## src/design/uer_pkg.sv

```systemverilog
// Shared types and constants for the ultrasonic echo ranger.
package uer_pkg;

  localparam int CNT_W = 32;
  localparam int DIST_W = 14;
  localparam int SUM_W = 16;
  localparam int IDX_W = 2;
  localparam int TRIG_W = 16;
  localparam int CM_W = 24;
  localparam int GAP_W = 24;
  localparam int CFG_DATA_W = 32;
  localparam int CFG_IDX_W = 3;
  localparam int PHASE_W = 3;

  localparam int SAMPLE_COUNT = 3;
  localparam logic [IDX_W-1:0] SAMPLE_LAST = IDX_W'(SAMPLE_COUNT);

  localparam logic [DIST_W-1:0] DIST_MAX = {DIST_W{1'b1}};

  localparam int FRAC_W = 24;
  localparam int ACC_W = FRAC_W + DIST_W + 1;
  localparam logic [ACC_W-1:0] ACC_CAP = {1'b1, {(ACC_W-1){1'b0}}};

  localparam int AVG_SHIFT = 17;
  localparam int AVG_RECIP_W = AVG_SHIFT + 1;
  localparam logic [AVG_RECIP_W-1:0] AVG_RECIP =
    AVG_RECIP_W'((2**AVG_SHIFT + SAMPLE_COUNT - 1) / SAMPLE_COUNT);
  localparam int AVG_PROD_W = SUM_W + AVG_RECIP_W;

  localparam logic [CFG_IDX_W-1:0] REG_TRIGGER_TICKS = 3'd0;
  localparam logic [CFG_IDX_W-1:0] REG_TIMEOUT_TICKS = 3'd1;
  localparam logic [CFG_IDX_W-1:0] REG_CM_PER_TICK = 3'd2;
  localparam logic [CFG_IDX_W-1:0] REG_FAULT_DISTANCE = 3'd3;
  localparam logic [CFG_IDX_W-1:0] REG_GAP_TICKS = 3'd4;

  localparam logic [TRIG_W-1:0] RST_TRIGGER_TICKS = 16'd10;
  localparam logic [CNT_W-1:0] RST_TIMEOUT_TICKS = 32'd1000000;
  localparam logic [CM_W-1:0] RST_CM_PER_TICK = 24'd287722;
  localparam logic [DIST_W-1:0] RST_FAULT_DISTANCE = 14'd650;
  localparam logic [GAP_W-1:0] RST_GAP_TICKS = 24'd100000;

  typedef struct packed {
    logic [TRIG_W-1:0] trigger_ticks;
    logic [CNT_W-1:0] timeout_ticks;
    logic [CM_W-1:0] cm_per_tick;
    logic [DIST_W-1:0] fault_distance;
    logic [GAP_W-1:0] gap_ticks;
  } cfg_t;

  typedef struct packed {
    logic start_req;
    logic echo;
  } in_item_t;

  typedef struct packed {
    logic trigger;
    logic done_res;
    logic [DIST_W-1:0] average_cm;
    logic fault_seen;
    logic busy_res;
  } out_item_t;

  typedef struct packed {
    logic load;
    logic add;
  } scale_ctl_t;

endpackage

```

## src/design/uer_cfg.sv

```systemverilog
// Configuration register file with reset values.
module uer_cfg
  import uer_pkg::*;
(
  input  logic                  clk,
  input  logic                  rst,
  input  logic                  cfg_we,
  input  logic [CFG_IDX_W-1:0]  cfg_index,
  input  logic [CFG_DATA_W-1:0] cfg_data,
  output cfg_t                  cfg
);

  always_ff @(posedge clk) begin
    if (rst) begin
      cfg.trigger_ticks <= RST_TRIGGER_TICKS;
      cfg.timeout_ticks <= RST_TIMEOUT_TICKS;
      cfg.cm_per_tick <= RST_CM_PER_TICK;
      cfg.fault_distance <= RST_FAULT_DISTANCE;
      cfg.gap_ticks <= RST_GAP_TICKS;
    end else if (cfg_we) begin
      case (cfg_index)
        REG_TRIGGER_TICKS: cfg.trigger_ticks <= cfg_data[TRIG_W-1:0];
        REG_TIMEOUT_TICKS: cfg.timeout_ticks <= cfg_data[CNT_W-1:0];
        REG_CM_PER_TICK: cfg.cm_per_tick <= cfg_data[CM_W-1:0];
        REG_FAULT_DISTANCE: cfg.fault_distance <= cfg_data[DIST_W-1:0];
        REG_GAP_TICKS: cfg.gap_ticks <= cfg_data[GAP_W-1:0];
        default: ;
      endcase
    end
  end

endmodule

```

## src/design/uer_scale.sv

```systemverilog
// Echo time to distance scaler: saturating accumulator of cm per tick.
module uer_scale
  import uer_pkg::*;
(
  input  logic              clk,
  input  logic              rst,
  input  scale_ctl_t        ctl,
  input  logic [CM_W-1:0]   cm_per_tick,
  output logic [DIST_W-1:0] dist_cm
);

  logic [ACC_W-1:0] acc;
  logic [ACC_W-1:0] acc_sum;
  logic [ACC_W-1:0] acc_next;

  assign acc_sum = acc + ACC_W'(cm_per_tick);

  always_comb begin
    acc_next = acc;
    if (ctl.load) begin
      acc_next = ACC_W'(cm_per_tick);
    end else if (ctl.add) begin
      acc_next = (acc_sum >= ACC_CAP) ? ACC_CAP : acc_sum;
    end
  end

  always_ff @(posedge clk) begin
    if (rst) begin
      acc <= '0;
    end else begin
      acc <= acc_next;
    end
  end

  assign dist_cm = acc[ACC_W-1] ? DIST_MAX : acc[FRAC_W +: DIST_W];

`ifndef SYNTHESIS
  a_acc_capped: assert property (@(posedge clk) disable iff (rst)
    acc <= ACC_CAP)
    else $error("accumulator above cap");
  a_load_value: assert property (@(posedge clk) disable iff (rst)
    ctl.load |=> acc == ACC_W'($past(cm_per_tick)))
    else $error("accumulator load mismatch");
  a_hold: assert property (@(posedge clk) disable iff (rst)
    !ctl.load && !ctl.add |=> $stable(acc))
    else $error("accumulator moved without control");
`endif

endmodule

```

## src/design/uer_fsm.sv

```systemverilog
// Measurement sequencer: trigger, echo wait, echo count, gap, averaging.
module uer_fsm
  import uer_pkg::*;
(
  input  logic              clk,
  input  logic              rst,
  input  logic              step,
  input  in_item_t          item,
  input  cfg_t              cfg,
  input  logic [DIST_W-1:0] dist_cm,
  output scale_ctl_t        ctl,
  output out_item_t         res
);

  localparam logic [PHASE_W-1:0] PH_IDLE = 3'd0;
  localparam logic [PHASE_W-1:0] PH_TRIG = 3'd1;
  localparam logic [PHASE_W-1:0] PH_RISE = 3'd2;
  localparam logic [PHASE_W-1:0] PH_HIGH = 3'd3;
  localparam logic [PHASE_W-1:0] PH_GAP = 3'd4;

  logic [PHASE_W-1:0] phase;
  logic [PHASE_W-1:0] phase_next;
  logic [CNT_W-1:0] tick_count;
  logic [CNT_W-1:0] tick_count_next;
  logic [IDX_W-1:0] sample_index;
  logic [IDX_W-1:0] sample_index_next;
  logic [SUM_W-1:0] sample_sum;
  logic [SUM_W-1:0] sample_sum_next;
  logic fault_flag;
  logic fault_flag_next;

  logic [CNT_W-1:0] cnt_inc;
  logic rec;
  logic rec_fault;
  logic [DIST_W-1:0] rec_dist;
  logic done;
  logic trig;
  logic load;
  logic add;
  logic [AVG_PROD_W-1:0] avg_prod;

  assign cnt_inc = (&tick_count) ? tick_count : tick_count + CNT_W'(1);
  assign rec_dist = rec_fault ? cfg.fault_distance : dist_cm;

  always_comb begin
    phase_next = phase;
    tick_count_next = tick_count;
    sample_index_next = sample_index;
    sample_sum_next = sample_sum;
    fault_flag_next = fault_flag;
    trig = 1'b0;
    rec = 1'b0;
    rec_fault = 1'b0;
    done = 1'b0;
    load = 1'b0;
    add = 1'b0;
    case (phase)
      PH_TRIG: begin
        trig = 1'b1;
        tick_count_next = cnt_inc;
        if (cnt_inc >= CNT_W'(cfg.trigger_ticks)) begin
          phase_next = PH_RISE;
          tick_count_next = '0;
        end
      end
      PH_RISE: begin
        if (item.echo) begin
          phase_next = PH_HIGH;
          tick_count_next = CNT_W'(1);
          load = 1'b1;
          if (cfg.timeout_ticks <= CNT_W'(1)) begin
            rec = 1'b1;
            rec_fault = 1'b1;
          end
        end else begin
          tick_count_next = cnt_inc;
          if (cnt_inc >= cfg.timeout_ticks) begin
            rec = 1'b1;
            rec_fault = 1'b1;
          end
        end
      end
      PH_HIGH: begin
        if (item.echo) begin
          tick_count_next = cnt_inc;
          add = 1'b1;
          if (cnt_inc >= cfg.timeout_ticks) begin
            rec = 1'b1;
            rec_fault = 1'b1;
          end
        end else begin
          rec = 1'b1;
        end
      end
      PH_GAP: begin
        tick_count_next = cnt_inc;
        if (cnt_inc >= CNT_W'(cfg.gap_ticks)) begin
          phase_next = PH_TRIG;
          tick_count_next = '0;
        end
      end
      default: begin
        phase_next = PH_IDLE;
        if (item.start_req) begin
          phase_next = PH_TRIG;
          tick_count_next = '0;
          sample_index_next = '0;
          sample_sum_next = '0;
          fault_flag_next = 1'b0;
        end
      end
    endcase
    if (rec) begin
      sample_sum_next = sample_sum + SUM_W'(rec_dist);
      fault_flag_next = fault_flag | rec_fault;
      sample_index_next = sample_index + IDX_W'(1);
      tick_count_next = '0;
      if (sample_index_next >= SAMPLE_LAST) begin
        phase_next = PH_IDLE;
        done = 1'b1;
      end else begin
        phase_next = PH_GAP;
      end
    end
  end

  assign avg_prod = AVG_PROD_W'(sample_sum_next) * AVG_PROD_W'(AVG_RECIP);

  always_comb begin
    res.trigger = trig;
    res.done_res = done;
    res.average_cm = done ? avg_prod[AVG_SHIFT +: DIST_W] : '0;
    res.fault_seen = done & fault_flag_next;
    res.busy_res = (phase_next != PH_IDLE);
  end

  assign ctl.load = step & load;
  assign ctl.add = step & add;

  always_ff @(posedge clk) begin
    if (rst) begin
      phase <= PH_IDLE;
      tick_count <= '0;
      sample_index <= '0;
      sample_sum <= '0;
      fault_flag <= 1'b0;
    end else if (step) begin
      phase <= phase_next;
      tick_count <= tick_count_next;
      sample_index <= sample_index_next;
      sample_sum <= sample_sum_next;
      fault_flag <= fault_flag_next;
    end
  end

`ifndef SYNTHESIS
  a_index_range: assert property (@(posedge clk) disable iff (rst)
    (phase == PH_TRIG || phase == PH_RISE || phase == PH_HIGH || phase == PH_GAP)
      |-> sample_index < SAMPLE_LAST)
    else $error("sample index out of range while measuring");
  a_trig_count: assert property (@(posedge clk) disable iff (rst)
    phase == PH_TRIG |-> tick_count[CNT_W-1:TRIG_W] == '0)
    else $error("trigger count runaway");
  a_gap_count: assert property (@(posedge clk) disable iff (rst)
    phase == PH_GAP |-> tick_count[CNT_W-1:GAP_W] == '0)
    else $error("gap count runaway");
`endif

endmodule

```

## src/design/ultrasonic_echo_ranger_top.sv

```systemverilog
// Top level of the ultrasonic echo ranger.
//
// Each input item is one timer tick carrying start_req and the sampled echo
// level; each accepted item yields exactly one result item with the trigger
// pin level for that tick, busy_res, and on the tick a three-sample average
// completes, done_res with average_cm and fault_seen.
// Channels: in_valid/in_ready/in_data and out_valid/out_ready/out_data,
// both valid/ready. Registers are written through cfg_we/cfg_index/cfg_data
// and should only change while the block is idle.
// The result of an item is registered into out_data in the cycle after it
// is accepted. Throughput: one item per cycle unless out_ready stalls; the
// whole tick update (counter compare, echo distance accumulate, sum and
// divide-by-three multiply) sits between the state and result registers.
// Echo time is turned into centimeters by adding cm_per_tick each high tick
// into a saturating accumulator, so no wide multiplier is needed.
// Reset: synchronous; state goes idle, registers take their defaults, the
// result register empties.
// Stall: while out_ready is low and a result is held, in_ready drops and
// the state holds; with the result register empty an item is always taken.
module ultrasonic_echo_ranger_top
  import uer_pkg::*;
(
  input  logic                  clk,
  input  logic                  rst,
  input  logic                  in_valid,
  output logic                  in_ready,
  input  in_item_t              in_data,
  output logic                  out_valid,
  input  logic                  out_ready,
  output out_item_t             out_data,
  input  logic                  cfg_we,
  input  logic [CFG_IDX_W-1:0]  cfg_index,
  input  logic [CFG_DATA_W-1:0] cfg_data
);

  cfg_t cfg;
  scale_ctl_t ctl;
  out_item_t res;
  logic [DIST_W-1:0] dist_cm;
  logic step;

  assign in_ready = !out_valid || out_ready;
  assign step = in_valid && in_ready;

  uer_cfg u_cfg (
    .clk       (clk),
    .rst       (rst),
    .cfg_we    (cfg_we),
    .cfg_index (cfg_index),
    .cfg_data  (cfg_data),
    .cfg       (cfg)
  );

  uer_scale u_scale (
    .clk         (clk),
    .rst         (rst),
    .ctl         (ctl),
    .cm_per_tick (cfg.cm_per_tick),
    .dist_cm     (dist_cm)
  );

  uer_fsm u_fsm (
    .clk     (clk),
    .rst     (rst),
    .step    (step),
    .item    (in_data),
    .cfg     (cfg),
    .dist_cm (dist_cm),
    .ctl     (ctl),
    .res     (res)
  );

  always_ff @(posedge clk) begin
    if (rst) begin
      out_valid <= 1'b0;
    end else if (step) begin
      out_valid <= 1'b1;
    end else if (out_ready) begin
      out_valid <= 1'b0;
    end
  end

  always_ff @(posedge clk) begin
    if (step) begin
      out_data <= res;
    end
  end

`ifndef SYNTHESIS
  a_done_idle: assert property (@(posedge clk) disable iff (rst)
    out_valid && out_data.done_res |-> !out_data.busy_res)
    else $error("done reported while still busy");
  a_trig_not_done: assert property (@(posedge clk) disable iff (rst)
    out_valid && out_data.trigger |-> !out_data.done_res && out_data.busy_res)
    else $error("trigger with done or while idle");
  a_empty_ready: assert property (@(posedge clk) disable iff (rst)
    !out_valid |-> in_ready)
    else $error("input stalled with empty result register");
`endif

endmodule
```

## config.mk

```make
export PLATFORM = sky130hd
export DESIGN_NAME = ultrasonic_echo_ranger_top
export DESIGN_NICKNAME = d
export VERILOG_FILES = /design/src/design/uer_pkg.sv /design/src/design/uer_cfg.sv /design/src/design/uer_scale.sv /design/src/design/uer_fsm.sv /design/src/design/ultrasonic_echo_ranger_top.sv
export SDC_FILE = /design/constraint.sdc
export NUM_CORES = 1
export LEC_CHECK = 0
export BUFFER_PORTS_ARGS = -buffer_cell sky130_fd_sc_hd__buf_2
export CORE_MARGIN = 3
export CORE_UTILIZATION = 53
export DETAILED_ROUTE_END_ITERATION = 6
export PLACE_DENSITY = 0.7
export SETUP_SLACK_MARGIN = 0.4
export SYNTH_ARGS = -nofsm -noshare
export SYNTH_HDL_FRONTEND = slang
export SYNTH_SLANG_ARGS = --single-unit
```

## constraint.sdc

```tcl
create_clock -name clk -period 20.8 [get_ports clk]
set_clock_uncertainty 0.15 [all_clocks]
set_input_delay 2.08 -clock clk [delete_from_list [all_inputs] [get_ports clk]]
set_output_delay 2.08 -clock clk [all_outputs]
set_load 0.01 [all_outputs]
```

==> results of run 1 <==
==> layer usage <==
metal	track usage, %	vias up	part of all wire, %
li1	-	7288	-
met4	8.74	2	3.2
met2	41.8	420	46
met5	0	-	0.028
met1	36.0	7098	45
met3	4.02	85	5.9
==> cells in the mapped netlist, drive strengths merged (6+ instances only) <==
cell    instances  area (µm²)
nand3          46         235
or2             8        50.1
nand2b         18         113
nor2b          12        75.1
a22oi          21         158
nor2          176         661
a221oi          6        52.6
ha            236        2950
a31oi          10        62.6
a211o          11        96.3
nand3b         25         188
edfxtp         18         541
xor2           25         219
clkbuf         85         319
inv           257         965
dfxtp         204        4080
a21oi         163         816
nand2         290        1090
o21ai          69         349
o21a           12        90.1
nand4          27         184
a21o           58         435
a222oi         20         200
and3           20         125
or3            20         125
and2            7        43.8
nor4           12        75.1
xnor2          69         604
fa             83        1660
nor3           31         155
and4            6        52.6
a211oi         18         135
buf            10        56.3
==> layout by cell type (no fill, tap or decap), types with 20 or more instances in the layout <==
master / count
xnor2_1: 69
nor2_1: 174
nand2_1: 290
ha_1: 236
a21o_1: 58
nand3b_1: 25
clkbuf_16: 26
fa_1: 83
xor2_1: 25
a21oi_1: 163
a22oi_1: 21
nand4_1: 26
or3_1: 20
o21ai_1: 29
o21ai_0: 38
nand3_1: 45
buf_2: 60
nor3_1: 31
dfxtp_1: 204
a222oi_1: 20
and3_1: 20
inv_1: 255
==> flip-flops by register name (all words and copies together) (netlist names) <==
register            cells
u_scale.acc            39
u_fsm.phase             3
out_valid               1
u_fsm.tick_count       32
u_fsm.sample_index      2
out_data               18
u_cfg.cfg             110
u_fsm.sample_sum       16
u_fsm.fault_flag        1
==> kinds of logic after synthesis <==
logic type               count (synthesis)  share of synthesized area [%]
multiplexers                             7                          0.413
AND/OR/NAND/NOR                        708                           18.6
AO/OA/AOI/OAI                          433                           16.0
XOR/XNOR                                94                           4.69
flip-flops                             222                           26.3
adder cells (fa/ha/maj)                319                           26.3
buffers and inverters                  352                           7.64
==> critical path, delay by kind of cell, from the launching register on <==
kind / cells / cell delay (ns)
AOI/OAI and AO/OA: 17 / 3.31
and+or+nand+nor: 17 / 4.49
buffers and inverters: 7 / 0.71
adders and majority gates: 10 / 3.63
xor gates and xnor gates: 3 / 0.52
DFF: 1 / 0.44
==> per-stage QoR <==
step	hold WS (ns)	util [%]	std cells
floorplan	0.286	-	2135
global placement	0.292	55.6	2553
detailed placement	0.298	55.6	2553
CTS	0.307	58.5	2601
global route	0.322	58.5	2601
finish	0.306	58.5	2601
==> final cells by class <==
| type | instances | area, µm² | share of cell area (%) |
|---|---|---|---|
| multi-input cells | 1561 | 11600 | 60.8 |
| clock inverters | 20 | 279 | 1.46 |
| repair buffers | 71 | 387 | 2.03 |
| flip-flops and latches | 222 | 4620 | 24.2 |
| well taps | 442 | 553 | 2.90 |
| clock buffers | 28 | 668 | 3.50 |
| inverters | 257 | 965 | 5.06 |
==> where the power goes <==
group	switching (µW)	leakage [µW]	internal [µW]
logic	83.1	0.00660	47.5
clock network	197	0.000451	309
registers	5.56	0.00183	439
total	285	0.00888	795
==> worst max path at each step <==
| stage | startpoint | end | slack [ns] | depth (start not counted) |
|---|---|---|---|---|
| finish | u_fsm.tick_count[3]$_SDFFE_PP0P_ | out_data[5]$_SDFFCE_PN0P_ | 7.22 | 54 |
| global route | u_fsm.tick_count[3]$_SDFFE_PP0P_ | out_data[15]$_SDFFCE_PN0P_ | 6.32 | 55 |
| floorplan | u_fsm.tick_count[3]$_SDFFE_PP0P_ | out_data[5]$_SDFFCE_PN0P_ | 8.47 | 57 |
| detailed placement | u_fsm.tick_count[3]$_SDFFE_PP0P_ | out_data[5]$_SDFFCE_PN0P_ | 7.35 | 54 |
| global placement | u_fsm.tick_count[3]$_SDFFE_PP0P_ | out_data[5]$_SDFFCE_PN0P_ | 7.67 | 54 |
| CTS | u_fsm.tick_count[3]$_SDFFE_PP0P_ | out_data[15]$_SDFFCE_PN0P_ | 7.32 | 55 |
==> impl_metrics.env, run 1 <==
export IMPL_grt_usage_pct=26.0
export IMPL_end_kind="register"
export IMPL_grt_max_degree=107
export IMPL_grt_overflow_total=0
export IMPL_critPathMaxFanout=30
export IMPL_antenna_found_initial=1
export IMPL_design_area_um2=19100
export IMPL_outcome="completed"
export IMPL_rr_endpoint="out_data[5]$_SDFFCE_PN0P_"
export IMPL_worstPathRequired_ns=20.93
export IMPL_async_flop_share_pct=0
export IMPL_critPathLaunchType="register"
export IMPL_post_cts_buffers=0
export IMPL_max_freq_mhz=73.7
export IMPL_die_width_um=188
export IMPL_synth_seq_cells=222
export IMPL_routed_wl_mm=46.6
export IMPL_critPathMaxStageDelay_ns=0.78
export IMPL_synth_nets=2496
export IMPL_n_antenna_cell=0
export IMPL_grt_pass1_wl_mm=74.9
export IMPL_clk_pin_slew_ns=0.06
export IMPL_cts_tree="done"
export IMPL_hold_viol_final=0
export IMPL_drt_iter0_drc=1165
export IMPL_syn_area_um2=17600
export IMPL_drc=0
export IMPL_worstHoldStart="u_cfg.cfg[14]$_SDFFE_PP0P_"
export IMPL_synth_edf_count=18
export IMPL_drv_cap=0
export IMPL_dpl_worst_slack_ns=7.35
export IMPL_nNetsFinal=2500
export IMPL_wl_per_cell_um=17.9
export IMPL_clk_latency_ns=0.55
export IMPL_power_density_nw_per_um2=56.7
export IMPL_port_buffers=61
export IMPL_initial_core_util_pct=53.8
export IMPL_drive_gt1_share_pct=6.39
export IMPL_synthDistinctLibCells=77
export IMPL_period_share_pct=65.3
export IMPL_syn_inst=2135
export IMPL_place_hpwl_mm=35.3
export IMPL_clk_path_buf_depth=3
export IMPL_worstMarginPinSlew_ns=1.28
export IMPL_gp_congestion=0.970
export IMPL_dr_total_vias=14900
export IMPL_root_buffer="clkbuf_16"
export IMPL_slew_headroom_pct=14.6
export IMPL_ios=62
export IMPL_min_path_type="reg -> reg"
export IMPL_synth_flop_cell="dfxtp_1"
export IMPL_crit_path_frequent_cell="inv_1"
export IMPL_num_rows=66
export IMPL_path_class="reg -> reg"
export IMPL_core_area_um2=32600
export IMPL_r2r_setup_slack_ns=7.22
export IMPL_finalSetupViolCount=0
export IMPL_fillers=2922
export IMPL_drtPass1Iterations=6
export IMPL_r2r_start="u_fsm.tick_count[3]$_SDFFE_PP0P_"
export IMPL_postRouteAntennaNets=0
export IMPL_finalPower_uw=1080
export IMPL_numCtsBuffers=26
export IMPL_postSynthAreaPerCell_um2=8.22
export IMPL_finalCriticalPeriod_ns=13.58
export IMPL_area_growth_pct=8.69
export IMPL_postCtsResizedCells=0
export IMPL_ys_warn_count=0
export IMPL_place_area_um2=18100
export IMPL_drv_slew=0
export IMPL_timing_final_ws_setup_ns=7.22
export IMPL_grt_pass1_vias=14300
export IMPL_slowest_stage="or4_1"
export IMPL_die_area_um2=35300
export IMPL_power_leakage_uw=0.00888
export IMPL_totalNegativeSetupSlack_ns=0
export IMPL_rsz0062_at_grt="false"
export IMPL_die_h_um=188
export IMPL_max_vdd_ir_drop_v=0.0000530
export IMPL_holdBufCountCts=0
export IMPL_whs_endpoint="u_cfg.cfg[14]$_SDFFE_PP0P_"
export IMPL_cts_sinks=222
export IMPL_synth_seq_area_share_pct=26.3
export IMPL_whs_path_depth=2
export IMPL_arrival_ns=13.70
export IMPL_htree_levels=1
export IMPL_reg2regPathDepth=54
export IMPL_viasPerCell=5.73
(Power assumes the default switching activity.)
==> run 2: changes to the inputs <==
Settings changed: ABC_AREA set to 1, PLACE_DENSITY 0.7 to 0.72.
Clock period 20.8 ns to 12.3 ns, I/O delays scaled along.
==> run 2 against run 1 <==
  * Global-route usage up 2.2 points
  * Maximum frequency grew 24%
  * Setup slack worse by 5.8 ns
  * Sequential share of layout area fell by 1.2 points
  * Routed wire length up 12%
  * Sequential power rose by 72%
  * Synthesized cell count rose by 17%
  * Via count rose by 11%
  * Critical path type unchanged
  * Highest routed layer unchanged
==> impl_metrics.env, run 2 <==
export IMPL_outcome="completed"
export IMPL_synth_nets=2855
export IMPL_max_vdd_ir_drop_v=0.000105
export IMPL_synth_edf_count=18
export IMPL_antenna_found_initial=1
export IMPL_synthDistinctLibCells=53
export IMPL_wl_per_cell_um=17.3
export IMPL_period_share_pct=88.8
export IMPL_path_buf_inv=12
export IMPL_yosys_area_share_simple_pct=19.1
export IMPL_area_growth_pct=8.72
export IMPL_grt_usage_pct=28.2
export IMPL_synthMuxAreaShare_pct=0.0542
export IMPL_power_leakage_uw=0.00974
export IMPL_htree_levels=1
export IMPL_layoutNonFillerInstCount=2998
export IMPL_cp_top_family="adder cells"
export IMPL_postSynthAreaPerCell_um2=7.40
export IMPL_gp_congestion=0.946
export IMPL_regMostFlops="u_cfg.cfg"
export IMPL_synth_top_family_by_area="adder cells"
export IMPL_slowest_stage="fa_1"
export IMPL_ios=62
export IMPL_postRouteAntennaNets=0
export IMPL_drt_iter0_drc=1038
export IMPL_synth_most_common_cell="inv_1"
export IMPL_drv_slew=0
export IMPL_finalSetupViolCount=0
export IMPL_grt_pass1_vias=16300
export IMPL_worstMarginPinSlew_ns=0.979
export IMPL_max_freq_mhz=91.6
export IMPL_holdBufCountCts=0
export IMPL_clk_pin_slew_ns=0.06
export IMPL_rsz0062_at_grt="false"
export IMPL_seqPwrFrac_pct=32.1
export IMPL_drc=0
export IMPL_synth_compound_area_share_pct=16.0
export IMPL_min_path_type="reg -> reg"
export IMPL_ys_warn_count=0
export IMPL_slew_headroom_pct=34.7
export IMPL_routed_wl_mm=52.0
export IMPL_numCtsBuffers=27
export IMPL_clkPwrFrac_pct=32.5
export IMPL_grt_overflow_total=0
export IMPL_hold_viol_final=0
export IMPL_regArea_um2=4620
export IMPL_drive_gt1_share_pct=6.90
export IMPL_largest_register_ffs=110
export IMPL_cts_tree="done"
export IMPL_synth_common_cells="inv_1 (452), nand2_1 (387), a21oi_1 (273), ha_1 (236), dfxtp_1 (204)"
export IMPL_synth_flop_cell="dfxtp_1"
export IMPL_drv_cap=0
export IMPL_synthXorXnorAreaFrac_pct=3.65
export IMPL_die_width_um=193
export IMPL_cts_sinks=222
export IMPL_syn_area_um2=18500
export IMPL_finalCriticalPeriod_ns=10.92
export IMPL_place_hpwl_mm=41.0
export IMPL_port_buffers=61
export IMPL_dr_total_vias=16600
export IMPL_core_area_um2=34000
export IMPL_async_flop_share_pct=0
export IMPL_grt_max_degree=98
export IMPL_die_h_um=193
export IMPL_switchingPower_uw=883
export IMPL_critPathMaxFanout=17
export IMPL_crit_path_frequent_cell="inv_1"
export IMPL_dp_cells=2945
export IMPL_root_buffer="clkbuf_16"
export IMPL_totalNegativeSetupSlack_ns=0
export IMPL_die_area_um2=37100
export IMPL_synth_seq_area_share_pct=25.1
export IMPL_initial_core_util_pct=54.4
export IMPL_arrival_ns=11.03
export IMPL_switching_share_pct=37.1
export IMPL_viasPerCell=5.53
export IMPL_synthAdderAreaFrac_pct=25.0
export IMPL_mostFrequentLayoutCells="inv_1 (451), nand2_1 (386), a21oi_1 (272), ha_1 (236), dfxtp_1 (204)"
export IMPL_synth_top_cell_area_share_pct=22.1
export IMPL_multi_input_area_um2=11800
export IMPL_cellInternalPower_uw=1500
export IMPL_final_common_cell="inv_1"
export IMPL_power_density_nw_per_um2=119
export IMPL_clk_latency_ns=0.54
export IMPL_combPwrFrac_pct=35.4
export IMPL_end_kind="register"
export IMPL_worstPathRequired_ns=12.42
export IMPL_synth_seq_cells=222
export IMPL_nNetsFinal=2890
export IMPL_grt_pass1_wl_mm=83.7
export IMPL_syn_inst=2494
export IMPL_path_class="reg -> reg"
export IMPL_critPathLaunchType="register"
export IMPL_drtPass1Iterations=5
export IMPL_yosys_area_top_type="dfxtp_1"
export IMPL_critPathMaxStageDelay_ns=0.54
export IMPL_clk_path_buf_depth=3
export IMPL_ys_top_cells_by_area="dfxtp_1 (22%), ha_1 (16%), inv_1 (9.2%)"
export IMPL_top_regs="u_cfg.cfg x110, u_scale.acc x39, u_fsm.tick_count x32"
export IMPL_fillers=3237
export IMPL_num_rows=67
-- run 2: cell types whose count changed after synthesis, sizes merged, moves of 22 or more --
cell,delta
xnor2,-45
nand2,+103
o21ai,+126
a21oi,+113
inv,+198
a21o,-54
xor2,+28
nand3,+100
o211ai,+22
nand3b,-22
clkbuf,-26
-- run 2: metal layers --
layer	wire length, µm	part of all wire [%]	track usage (%)
met1	22700	44	36.2
met2	24800	48	49.2
met3	2660	5.1	3.27
met4	1840	3.5	9.81
met5	12	0.023	0
-- run 2: cell type report --
| class | count | share of cell area [%] |
|---|---|---|
| multi-input cells | 1741 | 59.0 |
| flip-flops and latches | 222 | 23.0 |
| inverters | 457 | 8.57 |
| clock buffers | 36 | 3.78 |
| well taps | 448 | 2.79 |
| repair buffers | 78 | 2.16 |
| clock inverters | 13 | 0.524 |
| repair inverters | 2 | 0.0624 |
| diodes | 1 | 0.0125 |
-- run 2: logic make-up (layout without fill, tap and decap cells) --
logic type      count (synthesis)  after routing
xor+xnor                       77             77
flops                         222            222
compound gates                546            546
mux                             1              1
fa+ha+maj                     319            319
other cells                     0              1
buf+inv                       531            586
simple gates                  798            798
-- run 2: power groups by stage --
stage	registers [µW]	logic [µW]	clock network (µW)
global route	766	964	815
detailed placement	779	836	0
finish	764	844	774
CTS	763	843	788
floorplan	777	594	0
global placement	778	824	0
-- run 2: path summary, 6_finish.rpt --
| kind | startpoint | endpoint | slack (ns) | cells past startpoint |
|---|---|---|---|---|
| worst max register to register | u_fsm.tick_count[0]$_SDFFE_PP0P_ | out_data[12]$_SDFFCE_PN0P_ | 1.38 | 52 |
| worst min register to register | u_cfg.cfg[36]$_SDFFE_PP0P_ | u_cfg.cfg[36]$_SDFFE_PP0P_ | 0.31 | 2 |
| worst min-delay path | u_cfg.cfg[36]$_SDFFE_PP0P_ | u_cfg.cfg[36]$_SDFFE_PP0P_ | 0.31 | 2 |
| worst max-delay path | u_fsm.tick_count[0]$_SDFFE_PP0P_ | out_data[12]$_SDFFCE_PN0P_ | 1.38 | 52 |
-- run 2: tightest hold or removal path, stage by stage, from the launching register on --
cell     delay, ns
dfxtp_1       0.29
inv_1         0.06
a21oi_1       0.06
-- run 2: metrics by stage --
stage	util (%)	instance area (µm²)	power [µW]	setup slack, ns	hold WS, ns
3_5_place_dp	56.3	19100	1620	0.757	0.298
6_report	59.1	20100	2380	1.38	0.308
3_3_place_gp	56.3	19100	1600	1.09	0.294
2_1_floorplan	-	18500	1370	2.18	0.274
4_1_cts	58.9	20000	2390	0.699	0.306
5_1_grt	59.1	20100	2540	0.406	0.323
-- run 2: timing repair --
action                                 CTS  global route
gates resized for setup                  0            13
endpoints found under the hold margin    0             0
buffers inserted                         0             1
setup endpoints to repair                0            14
==> run 3: changes to the inputs <==
Settings changed: PLACE_DENSITY 0.72 to 0.84.
==> run 3 against run 2 <==
  * Sequential power barely moved
  * Critical path type unchanged
  * Setup slack got worse by 0.20 ns
  * Routed wire length is 2.5% higher
  * Global-route usage is 0.26 points higher
  * Sequential share of layout area fell by 0.21 points
  * Die area unchanged
  * Via count rose by 3.6%
  * Cell count unchanged
  * Non-clock buffer count increased by 1
  * Clock power rose by 18%
  * Power increased by 6.1%
==> impl_metrics.env, run 3 (same netlist as run 2, synthesis figures left out) <==
export IMPL_grt_overflow_total=0
export IMPL_combPwrFrac_pct=33.6
export IMPL_slowest_stage="fa_1"
export IMPL_drc=0
export IMPL_place_hpwl_mm=40.8
export IMPL_viasPerCell=5.73
export IMPL_core_area_um2=34000
export IMPL_ios=62
export IMPL_finalSetupViolCount=0
export IMPL_postRouteAntennaNets=0
export IMPL_totalNegativeSetupSlack_ns=0
export IMPL_drtPass1Iterations=5
export IMPL_arrival_ns=11.23
export IMPL_mostFrequentLayoutCells="inv_1 (451), nand2_1 (386), a21oi_1 (272), ha_1 (235), dfxtp_1 (204)"
export IMPL_regMostFlops="u_cfg.cfg"
export IMPL_whs_path_depth=2
export IMPL_finalCriticalPeriod_ns=11.12
export IMPL_switchingPower_uw=904
export IMPL_clkPwrFrac_pct=36.2
export IMPL_outcome="completed"
export IMPL_clk_path_buf_depth=3
export IMPL_rsz0062_at_grt="false"
export IMPL_slew_headroom_pct=24.1
export IMPL_clk_latency_ns=0.55
export IMPL_clk_pin_slew_ns=0.06
export IMPL_largest_register_ffs=110
export IMPL_period_share_pct=90.4
export IMPL_numCtsBuffers=28
export IMPL_seqPwrFrac_pct=30.2
export IMPL_top_regs="u_cfg.cfg x110, u_scale.acc x39, u_fsm.tick_count x32"
export IMPL_hold_ws_ns=0.310
export IMPL_area_growth_pct=9.71
export IMPL_drt_iter0_drc=1326
export IMPL_die_width_um=193
export IMPL_reg2regPathDepth=56
export IMPL_rr_endpoint="out_data[8]$_SDFFCE_PN0P_"
export IMPL_dp_cells=2944
export IMPL_antenna_found_initial=1
export IMPL_grt_pass1_vias=17300
export IMPL_die_area_um2=37100
export IMPL_wl_per_cell_um=17.8
export IMPL_dr_total_vias=17200
export IMPL_critPathMaxFanout=23
export IMPL_n_antenna_cell=0
export IMPL_critPathMaxStageDelay_ns=0.53
export IMPL_whs_endpoint="u_cfg.cfg[34]$_SDFFE_PP0P_"
export IMPL_max_vdd_ir_drop_v=0.000101
export IMPL_num_rows=67
export IMPL_max_freq_mhz=89.9
export IMPL_worstMarginPinSlew_ns=1.13
export IMPL_cellInternalPower_uw=1620
export IMPL_routed_wl_mm=53.3
export IMPL_drv_cap=0
export IMPL_cts_tree="done"
export IMPL_worstPathRequired_ns=12.41
export IMPL_critPathLaunchType="register"
export IMPL_power_density_nw_per_um2=125
export IMPL_grt_pass1_wl_mm=85.7
export IMPL_root_buffer="clkbuf_16"
export IMPL_grt_max_degree=92
export IMPL_nNetsFinal=2891
export IMPL_worstHoldStart="u_cfg.cfg[34]$_SDFFE_PP0P_"
export IMPL_cts_sinks=222
export IMPL_end_kind="register"
export IMPL_path_class="reg -> reg"
export IMPL_hold_viol_final=0
export IMPL_switching_share_pct=35.8
export IMPL_holdBufCountCts=0
export IMPL_drv_slew=0
export IMPL_power_leakage_uw=0.00982
export IMPL_final_common_cell="inv_1"
export IMPL_htree_levels=1
export IMPL_crit_path_frequent_cell="nand2_1"
export IMPL_drive_gt1_share_pct=7.10
export IMPL_min_path_type="reg -> reg"
export IMPL_r2r_start="u_fsm.tick_count[0]$_SDFFE_PP0P_"
export IMPL_r2r_setup_slack_ns=1.18
export IMPL_die_h_um=193
export IMPL_grt_usage_pct=28.5
export IMPL_gp_congestion=0.981
export IMPL_initial_core_util_pct=54.4
export IMPL_layoutNonFillerInstCount=2998
export IMPL_port_buffers=61
==> run 3: cell type report <==
| class | instances | area [µm²] |
|---|---|---|
| fillers | 3008 | 13700 |
| inverters | 457 | 1720 |
| repair buffers | 79 | 444 |
| multi-input cells | 1741 | 11900 |
| clock buffers | 38 | 831 |
| repair inverters | 1 | 5.00 |
| clock inverters | 12 | 208 |
| flip-flops and latches | 222 | 4620 |
| well taps | 448 | 561 |
==> run 3: power groups by stage <==
| stage | logic, µW | registers, µW | clock network, µW |
|---|---|---|---|
| after floorplan | 594 | 777 | 0 |
| after global placement | 811 | 778 | 0 |
| after detailed placement | 834 | 779 | 0 |
| after CTS | 843 | 764 | 920 |
| after global routing | 960 | 766 | 946 |
| final | 849 | 764 | 914 |
==> run 3: worst max-delay path by stage <==
stage | startpoint | to | slack [ns] | cells after the start
2_1_floorplan | u_fsm.tick_count[0]$_SDFFE_PP0P_ | out_data[12]$_SDFFCE_PN0P_ | 2.18 | 58
3_3_place_gp | u_fsm.tick_count[0]$_SDFFE_PP0P_ | out_data[12]$_SDFFCE_PN0P_ | 1.06 | 61
3_5_place_dp | u_fsm.tick_count[0]$_SDFFE_PP0P_ | out_data[12]$_SDFFCE_PN0P_ | 0.79 | 61
4_1_cts | u_fsm.tick_count[0]$_SDFFE_PP0P_ | out_data[12]$_SDFFCE_PN0P_ | 0.73 | 56
5_1_grt | u_fsm.tick_count[0]$_SDFFE_PP0P_ | out_data[13]$_SDFFCE_PN0P_ | 0.32 | 64
6_report | u_fsm.tick_count[0]$_SDFFE_PP0P_ | out_data[8]$_SDFFCE_PN0P_ | 1.18 | 56
==> run 3: what timing repair did <==
action	CTS	global route
resized for setup	0	15
buffers inserted	0	3
endpoints found under the setup margin	0	14
==> run 3: worst max-delay path, delay by kind of cell (launching register included) <==
| family | cells | cell delay [ns] |
|---|---|---|
| adders and majority gates | 10 | 3.79 |
| AOI/OAI and AO/OA | 12 | 2.12 |
| and+or+nand+nor | 23 | 2.91 |
| xor gates and xnor gates | 1 | 0.21 |
| buffers and inverters | 10 | 1.20 |
| DFF | 1 | 0.41 |
==> run 3: stage by stage <==
stage	setup slack (ns)	total power, µW	cell area, µm²	utilization (%)
2_1_floorplan	2.18	1370	18500	-
3_3_place_gp	1.06	1590	19100	56.3
3_5_place_dp	0.790	1610	19100	56.3
4_1_cts	0.729	2530	20200	59.4
5_1_grt	0.324	2670	20200	59.6
6_report	1.18	2530	20200	59.6
==> run 3: layer usage <==
metal	vias up	part of all wire (%)	track usage, %
met3	156	6.6	3.43
met2	671	47	48.7
li1	8272	-	-
met5	-	0	0
met4	0	5.0	13.5
met1	8074	41	35.9
